==> src/rtl/core/lsm_pkg.sv <==
// ----------------------------------------------------------------------------
// lsm_pkg
// Shared constants for the log-softmax unit: fixed-point formats, the
// exponential step table and the ln 2 scale factor.
// ----------------------------------------------------------------------------
`default_nettype none

package lsm_pkg;

    // operand and product widths of the shared multiplier
    localparam int MulW  = 32;
    localparam int ProdW = 64;

    // q30 one and ln 2 in q30
    localparam logic [63:0] Q30One = 64'd1073741824;
    localparam logic [31:0] Ln2Q30 = 32'd744261118;

    // number of exponent bits handled by the exp table, fraction bits of log2
    localparam int ExpBits  = 12;
    localparam int FracBits = 16;

    typedef logic [31:0] t_word;

    // q30 values of exp(-2^b / 256) for b = 0..11
    localparam t_word ExpTab [ExpBits] = '{
        32'd1069555701, 32'd1065385899, 32'd1057095000, 32'd1040706261,
        32'd1008687096, 32'd947573834,  32'd836230973,  32'd651257337,
        32'd395007542,  32'd145315154,  32'd19666268,   32'd360200
    };

endpackage

`default_nettype wire

==> src/rtl/core/lsm_store.sv <==
// ----------------------------------------------------------------------------
// lsm_store
// Element memory: one write port, one registered read port.
// ----------------------------------------------------------------------------
`default_nettype none

module lsm_store #(
    parameter int DEPTH  = 64,
    parameter int ADDR_W = 6
) (
    input  wire logic              i_clk,
    input  wire logic              i_wr_en,
    input  wire logic [ADDR_W-1:0] i_wr_addr,
    input  wire logic [15:0]       i_wr_data,
    input  wire logic [ADDR_W-1:0] i_rd_addr,
    output logic      [15:0]       o_rd_data
);

    logic [15:0] r_mem [DEPTH];

    // write port
    always_ff @(posedge i_clk) begin
        if (i_wr_en) begin
            r_mem[i_wr_addr] <= i_wr_data;
        end
    end

    // registered read port
    always_ff @(posedge i_clk) begin
        o_rd_data <= r_mem[i_rd_addr];
    end

endmodule

`default_nettype wire

==> src/rtl/core/lsm_mul.sv <==
// ----------------------------------------------------------------------------
// lsm_mul
// Shared unsigned 32x32 multiplier used for the exp steps, the log2
// squarings and the final ln 2 scaling.
// ----------------------------------------------------------------------------
`default_nettype none

module lsm_mul (
    input  wire logic [lsm_pkg::MulW-1:0]  i_a,
    input  wire logic [lsm_pkg::MulW-1:0]  i_b,
    output logic      [lsm_pkg::ProdW-1:0] o_prod
);

    // full-width product
    assign o_prod = lsm_pkg::ProdW'(i_a) * lsm_pkg::ProdW'(i_b);

endmodule

`default_nettype wire

==> src/rtl/core/log_softmax_unit.sv <==
// ----------------------------------------------------------------------------
// log_softmax_unit
// Log-softmax over a vector of signed Q7.8 samples using one shared multiplier.
// ----------------------------------------------------------------------------
// Samples load one per cycle while busy is low; a beat with final_flag high
// starts the evaluation and raises busy. Each stored element then goes through
// exp evaluation (read, 12 table steps on the shared multiplier, accumulate).
// Unless the sum is below one, its ln follows: normalization, one squaring per
// fraction bit and a final ln 2 scaling. Each element is then read back and
// output. Results come out one per strobe in load order and must be taken in
// that cycle: the unit cannot be stalled. end_of_run marks the last result,
// and busy drops in the cycle that result is presented.
// Samples past MAX_ELEMENTS are dropped.
// ----------------------------------------------------------------------------
`default_nettype none

module log_softmax_unit #(
    parameter int MAX_ELEMENTS = 64
) (
    input  wire logic               i_clk,
    input  wire logic               i_rst_n,
    input  wire logic               start,
    output logic                    busy,
    input  wire logic signed [15:0] i_sample,
    input  wire logic               i_final_flag,
    output logic                    o_strobe,
    output logic signed [15:0]      o_log_prob,
    output logic                    o_end_of_run
);

    localparam int CNT_W  = $clog2(MAX_ELEMENTS + 1);
    localparam int ADDR_W = (MAX_ELEMENTS > 1) ? $clog2(MAX_ELEMENTS) : 1;

    // sequencer states
    localparam logic [3:0] S_IDLE    = 4'd0;
    localparam logic [3:0] S_EXP_RD  = 4'd1;
    localparam logic [3:0] S_EXP_LD  = 4'd2;
    localparam logic [3:0] S_EXP_MUL = 4'd3;
    localparam logic [3:0] S_EXP_ACC = 4'd4;
    localparam logic [3:0] S_NORM    = 4'd5;
    localparam logic [3:0] S_SQR     = 4'd6;
    localparam logic [3:0] S_LOG     = 4'd7;
    localparam logic [3:0] S_OUT_RD  = 4'd8;
    localparam logic [3:0] S_OUT     = 4'd9;

    logic [3:0]        r_state, n_state;
    logic [CNT_W-1:0]  r_count, n_count;
    logic signed [15:0] r_max, n_max;
    logic [ADDR_W-1:0] r_k, n_k;
    logic [31:0]       r_sum, n_sum;
    logic [11:0]       r_n, n_n;
    logic              r_big, n_big;
    logic [3:0]        r_bit, n_bit;
    logic [30:0]       r_acc, n_acc;
    logic [31:0]       r_m, n_m;
    logic [4:0]        r_p, n_p;
    logic [15:0]       r_frac, n_frac;
    logic [15:0]       r_lnv, n_lnv;
    logic              r_strobe, n_strobe;
    logic signed [15:0] r_log_prob, n_log_prob;
    logic              r_eor, n_eor;

    logic              accept;
    logic              wr_en;
    logic [15:0]       rd_data;
    logic [31:0]       mul_a, mul_b;
    logic [63:0]       prod;
    logic [63:0]       exp_step;
    logic [63:0]       sq;
    logic [63:0]       ln_round;
    logic [19:0]       lg;
    logic [16:0]       diff;
    logic [31:0]       exp_q16;
    logic [31:0]       sum_next;
    logic signed [17:0] y;
    logic [CNT_W-1:0]  k_inc;
    logic              k_last;

    assign accept = start && (r_state == S_IDLE);
    assign wr_en  = accept && (r_count < CNT_W'(MAX_ELEMENTS));

    lsm_store #(
        .DEPTH  (MAX_ELEMENTS),
        .ADDR_W (ADDR_W)
    ) u_store (
        .i_clk     (i_clk),
        .i_wr_en   (wr_en),
        .i_wr_addr (r_count[ADDR_W-1:0]),
        .i_wr_data (i_sample),
        .i_rd_addr (r_k),
        .o_rd_data (rd_data)
    );

    // operand select for the shared multiplier
    always_comb begin
        lg = 20'({r_p - 5'd16, 16'd0}) + 20'(r_frac);
        unique case (r_state)
            S_EXP_MUL: begin
                mul_a = 32'(r_acc);
                mul_b = lsm_pkg::ExpTab[r_bit];
            end
            S_SQR: begin
                mul_a = r_m;
                mul_b = r_m;
            end
            default: begin
                mul_a = 32'(lg);
                mul_b = lsm_pkg::Ln2Q30;
            end
        endcase
    end

    lsm_mul u_mul (
        .i_a    (mul_a),
        .i_b    (mul_b),
        .o_prod (prod)
    );

    // datapath terms
    always_comb begin
        exp_step = (prod + (lsm_pkg::Q30One >> 1)) >> 30;
        sq       = prod >> 30;
        ln_round = (prod + 64'h20_0000_0000) >> 38;
        diff     = 17'(signed'({r_max[15], r_max})) - 17'(signed'({rd_data[15], rd_data}));
        exp_q16  = r_big ? 32'd0 : 32'((32'(r_acc) + 32'd8192) >> 14);
        sum_next = r_sum + exp_q16;
        y        = 18'(signed'(rd_data)) - 18'(r_max) - signed'(18'(r_lnv));
        k_inc    = CNT_W'(r_k) + CNT_W'(1);
        k_last   = (k_inc == r_count);
    end

    // sequencer
    always_comb begin
        n_state    = r_state;
        n_count    = r_count;
        n_max      = r_max;
        n_k        = r_k;
        n_sum      = r_sum;
        n_n        = r_n;
        n_big      = r_big;
        n_bit      = r_bit;
        n_acc      = r_acc;
        n_m        = r_m;
        n_p        = r_p;
        n_frac     = r_frac;
        n_lnv      = r_lnv;
        n_strobe   = 1'b0;
        n_log_prob = r_log_prob;
        n_eor      = r_eor;
        unique case (r_state)
            S_IDLE: begin
                if (accept) begin
                    if (wr_en) begin
                        n_count = r_count + CNT_W'(1);
                        if (i_sample > r_max) begin
                            n_max = i_sample;
                        end
                    end
                    if (i_final_flag) begin
                        n_k     = '0;
                        n_sum   = '0;
                        n_state = S_EXP_RD;
                    end
                end
            end
            S_EXP_RD: begin
                n_state = S_EXP_LD;
            end
            S_EXP_LD: begin
                n_n     = diff[11:0];
                n_big   = |diff[16:12];
                n_acc   = 31'(lsm_pkg::Q30One);
                n_bit   = '0;
                n_state = S_EXP_MUL;
            end
            S_EXP_MUL: begin
                if (r_n[r_bit]) begin
                    n_acc = exp_step[30:0];
                end
                n_bit = r_bit + 4'd1;
                if (r_bit == 4'(lsm_pkg::ExpBits - 1)) begin
                    n_state = S_EXP_ACC;
                end
            end
            S_EXP_ACC: begin
                n_sum = sum_next;
                if (k_last) begin
                    n_m     = sum_next;
                    n_p     = 5'd30;
                    n_state = S_NORM;
                end else begin
                    n_k     = r_k + ADDR_W'(1);
                    n_state = S_EXP_RD;
                end
            end
            S_NORM: begin
                if (r_sum < 32'd65536) begin
                    n_lnv   = '0;
                    n_k     = '0;
                    n_state = S_OUT_RD;
                end else if (r_m[30]) begin
                    n_bit   = '0;
                    n_frac  = '0;
                    n_state = S_SQR;
                end else begin
                    n_m = r_m << 1;
                    n_p = r_p - 5'd1;
                end
            end
            S_SQR: begin
                n_bit = r_bit + 4'd1;
                if (sq[31]) begin
                    n_frac = {r_frac[14:0], 1'b1};
                    n_m    = sq[32:1];
                end else begin
                    n_frac = {r_frac[14:0], 1'b0};
                    n_m    = sq[31:0];
                end
                if (r_bit == 4'(lsm_pkg::FracBits - 1)) begin
                    n_state = S_LOG;
                end
            end
            S_LOG: begin
                n_lnv   = ln_round[15:0];
                n_k     = '0;
                n_state = S_OUT_RD;
            end
            S_OUT_RD: begin
                n_state = S_OUT;
            end
            S_OUT: begin
                n_strobe   = 1'b1;
                n_log_prob = (y < -18'sd32768) ? 16'sh8000 : y[15:0];
                n_eor      = k_last;
                if (k_last) begin
                    n_count = '0;
                    n_max   = 16'sh8000;
                    n_sum   = '0;
                    n_state = S_IDLE;
                end else begin
                    n_k     = r_k + ADDR_W'(1);
                    n_state = S_OUT_RD;
                end
            end
            default: begin
                n_state = S_IDLE;
            end
        endcase
    end

    // control registers
    always_ff @(posedge i_clk) begin
        if (!i_rst_n) begin
            r_state  <= S_IDLE;
            r_count  <= '0;
            r_max    <= 16'sh8000;
            r_sum    <= '0;
            r_strobe <= 1'b0;
        end else begin
            r_state  <= n_state;
            r_count  <= n_count;
            r_max    <= n_max;
            r_sum    <= n_sum;
            r_strobe <= n_strobe;
        end
    end

    // payload registers
    always_ff @(posedge i_clk) begin
        r_k        <= n_k;
        r_n        <= n_n;
        r_big      <= n_big;
        r_bit      <= n_bit;
        r_acc      <= n_acc;
        r_m        <= n_m;
        r_p        <= n_p;
        r_frac     <= n_frac;
        r_lnv      <= n_lnv;
        r_log_prob <= n_log_prob;
        r_eor      <= n_eor;
    end

    assign busy         = (r_state != S_IDLE);
    assign o_strobe     = r_strobe;
    assign o_log_prob   = r_log_prob;
    assign o_end_of_run = r_eor;

endmodule

`default_nettype wire
==> config.mk <==
export PLATFORM = sky130hd
export DESIGN_NAME = log_softmax_unit
export DESIGN_NICKNAME = d
export VERILOG_FILES = /design/src/rtl/core/lsm_pkg.sv /design/src/rtl/core/lsm_store.sv /design/src/rtl/core/lsm_mul.sv /design/src/rtl/core/log_softmax_unit.sv
export SDC_FILE = /design/constraint.sdc
export NUM_CORES = 2
export LEC_CHECK = 0
export BUFFER_PORTS_ARGS = -buffer_cell sky130_fd_sc_hd__buf_2
export CAP_MARGIN = 15
export CORE_MARGIN = 3
export CORE_UTILIZATION = 55
export CTS_CLUSTER_DIAMETER = 200
export CTS_CLUSTER_SIZE = 30
export DETAILED_ROUTE_END_ITERATION = 7
export PLACE_DENSITY = 0.7
export SLEW_MARGIN = 30
export SYNTH_ARGS = -nofsm -noshare
export SYNTH_HDL_FRONTEND = slang
export SYNTH_SLANG_ARGS = --single-unit
==> constraint.sdc <==
create_clock -name i_clk -period 11.3 [get_ports i_clk]
set_clock_uncertainty 0.05 [all_clocks]
set_input_delay 1.695 -clock i_clk [delete_from_list [all_inputs] [get_ports i_clk]]
set_output_delay 1.695 -clock i_clk [all_outputs]
set_load 0.005 [all_outputs]
==> results by group <==
Pwr
  • Cell Pwr Density: 268 mW/mm2
  • Peak supply drop: 0.632 mV
  • Design Power: 24.3 mW
  • Pleak: 36.1 nW

Final layout
  • Post-layout instance area: 0.0908 mm2
  • Final net count: 8,131
  • Layout cells sized above 1: 12.3%
  • Final Core Density: 59.3%
  • Final cell count without fillers: 8,919
  • Area added between synthesis and finish: 6.47%

Critical path
  • Worst path required time: 11.79 ns
  • CP Class: flip-flop to flip-flop
  • CP top delay family: adder cells
  • Crit end category: flip-flop
  • Critical path fanouts, max: 20
  • Worst setup SP type: flip-flop
  • Buf/Inv on CP: 7
  • Max incr delay on CP: 0.59 ns
  • Slowest CP cell: fa_1
  • Most used cell, CP: fa_1
  • Worst Path Arrival: 11.45 ns

Yosys
  • Sequential area share after synthesis: 42.7%
  • Mapped Avg Cell Area: 12.6 um2
  • Mapped Area: 0.0853 mm2
  • Yosys reg bits: 1,239
  • Synth Net Count: 8,068
  • FFs w/ async S/R, synth: 0%
  • Post-synth EDFFs: 1,163
  • Unique cell type count in the Yosys netlist: 91
  • Yosys synthesis warning count: 0
  • Post-Syn Instances: 6,793
  • Ys flop type: edfxtp_1

Clocking
  • Hold buffers post-CTS: 0
  • Num CTS Buffers: 47
  • Sink Count: 1,239
  • Root Driver: clkbuf_16
  • CTS tree: done
  • CTS Buffer Depth: 3
  • Postcts setup bufs: 0
  • Clock-pin slew on the worst setup and hold paths: 0.12 ns
  • Post-CTS sizing: 0
  • Worst skew pair latency: 0.68 ns
  • CTS H-tree depth: 2

Die
  • Num ports: 39
  • Chip height: 400 um
  • Initial Utilization: 55.7%
  • Die width: 400 um
  • Die ar.: 0.160 mm2
  • Number of placement rows: 143
  • CORE AREA: 0.153 mm2

Drt
  • Routed Antenna Nets: 0
  • Post-route DRC: 0
  • Drt wl/cell: 27.9 um
  • Final wirelength: 248 mm
  • DR pass1 iterations: 7
  • Via count: 54,800
  • Initial DRC count: 5,853
  • Vias/cell: 6.14

Timing
  • Total Negative Setup Slacks: 0 ns
  • Max-slew violations: 0
  • Final period util: 97.0%
  • Final Hold Vio Count: 0
  • Fmax: 91.2 MHz
  • Period minus WS final: 10.96 ns
  • Max-slew headroom: 33.1%
  • Hold slack final: 0.470 ns
  • Worst Slack Setup Final: 0.339 ns
  • Final setup vio count: 0
  • Slew @ Worst Pin: 0.999 ns
  • RSZ-0062 raised after global routing: no

GRT
  • Vias in the first global route: 56,600
  • GR Overflow Total: 0
  • GRT Total Usage: 31.8%
  • First-pass GRT wire length: 372 mm
  • Pin count of the biggest net entering global routing: 136
  • Initial antenna violation count: 8

Flow run
  • Maxcap violations: 0

Placement
  • Placer Congestion: 0.997
  • Cell Area, Placed: 0.0894 mm2
  • Place WS: 0.448 ns
  • Placed cells: 8,836
  • HPWL after DPL: 185 mm
  • Port bufs: 38

Status
  • Status: completed

Hold path
  • Worst Hold Class: flip-flop to flip-flop
-- kinds of logic after synthesis --
| kind of cell | synth area share, % |
|---|---|
| AND/OR/NAND/NOR | 9.37 |
| buffers and inverters | 5.90 |
| adder cells (fa/ha/maj) | 26.4 |
| flip-flops | 42.7 |
| AO/OA/AOI/OAI | 4.76 |
| multiplexers | 9.36 |
| XOR/XNOR | 1.41 |
-- state kept, by name (all words and copies together), names as in the netlist, 4 cells and up --
register,flops
r_k,6
r_p,4
r_state,4
r_frac,16
r_bit,4
r_max,16
u_store.r_mem,1024
r_n,12
u_store.o_rd_data,16
r_lnv,16
r_count,7
o_log_prob,16
r_acc,31
r_m,32
r_sum,32
-- per-layer routing --
| layer | routed length, um | vias to the layer above | GRT usage [%] |
|---|---|---|---|
| met5 | 0 | - | 0 |
| met4 | 13700 | 0 | 13.8 |
| met3 | 22200 | 508 | 4.71 |
| met2 | 119000 | 2771 | 52.1 |
| met1 | 93400 | 28400 | 42.7 |
| li1 | - | 23100 | - |
-- worst reg2reg max path: cells and delay by family (launching register included) --
family,cells,cell delay (ns)
flip-flops,1,0.51
adder cells (fa/ha/maj),10,4.80
AO/OA/AOI/OAI,6,1.59
buffers and inverters,7,1.10
AND/OR/NAND/NOR,10,2.77
-- placed cells by master, fill, tap and decap left out, types with 57 or more instances in the layout --
master,Yosys,layout
edfxtp_1,1163,1163
mux4_2,339,339
nor2_1,753,749
a21oi_1,147,147
o21ai_0,122,115
fa_1,912,912
nand2_1,691,690
xnor2_1,75,74
ha_1,343,343
inv_1,993,992
xor2_1,59,59
buf_4,2,307
nand3_1,66,66
dfxtp_1,76,76
and2_1,57,57
-- synthesized netlist by cell type (16+ instances only) --
library cell	count	area, um2
mux2i_1	29	290
o21ai_1	16	80.1
nand2_1	691	2590
clkbuf_1	290	1090
or2_2	18	113
a22o_1	25	219
nor2_1	753	2830
a31oi_1	18	113
nand2b_1	27	169
and2_1	57	357
ha_1	343	4290
fa_1	912	18300
nand4_1	28	175
edfxtp_1	1163	34900
nor3_1	55	275
buf_1	41	154
nor2b_1	32	200
a22oi_1	49	368
xor2_1	59	517
xnor2_1	75	657
a21oi_1	147	736
nand3_1	66	330
dfxtp_1	76	1520
and3_1	33	206
a21o_1	51	383
inv_1	993	3730
o21a_1	34	255
o21ai_0	122	611
mux4_2	339	7630
or3_1	20	125
-- path summary, 6_finish.rpt --
path,from,to,slack (ns),depth (start not counted)
worst max-delay path,r_state[2],r_acc[25],0.34,33
worst min-delay path,r_sum[8],r_sum[8],0.47,2
worst max register to register,r_state[2],r_acc[25],0.34,33
worst min register to register,r_sum[8],r_sum[8],0.47,2
-- area by class of cell --
| class | count | area, um2 |
|---|---|---|
| repair buffers | 354 | 2660 |
| multi-input cells | 4220 | 44000 |
| fillers | 12100 | 62200 |
| diodes | 4 | 10.0 |
| clock buffers | 75 | 1300 |
| well taps | 2030 | 2540 |
| flip-flops and latches | 1239 | 36400 |
| inverters | 994 | 3730 |
| clock inverters | 3 | 55.1 |
-- power breakdown --
part           internal [mW]  total [mW]  switching (mW)
clock                  0.814        2.14            1.33
combinational           6.39        17.0            10.6
sequential              5.11        5.19          0.0769
(Power assumes the default switching activity.)
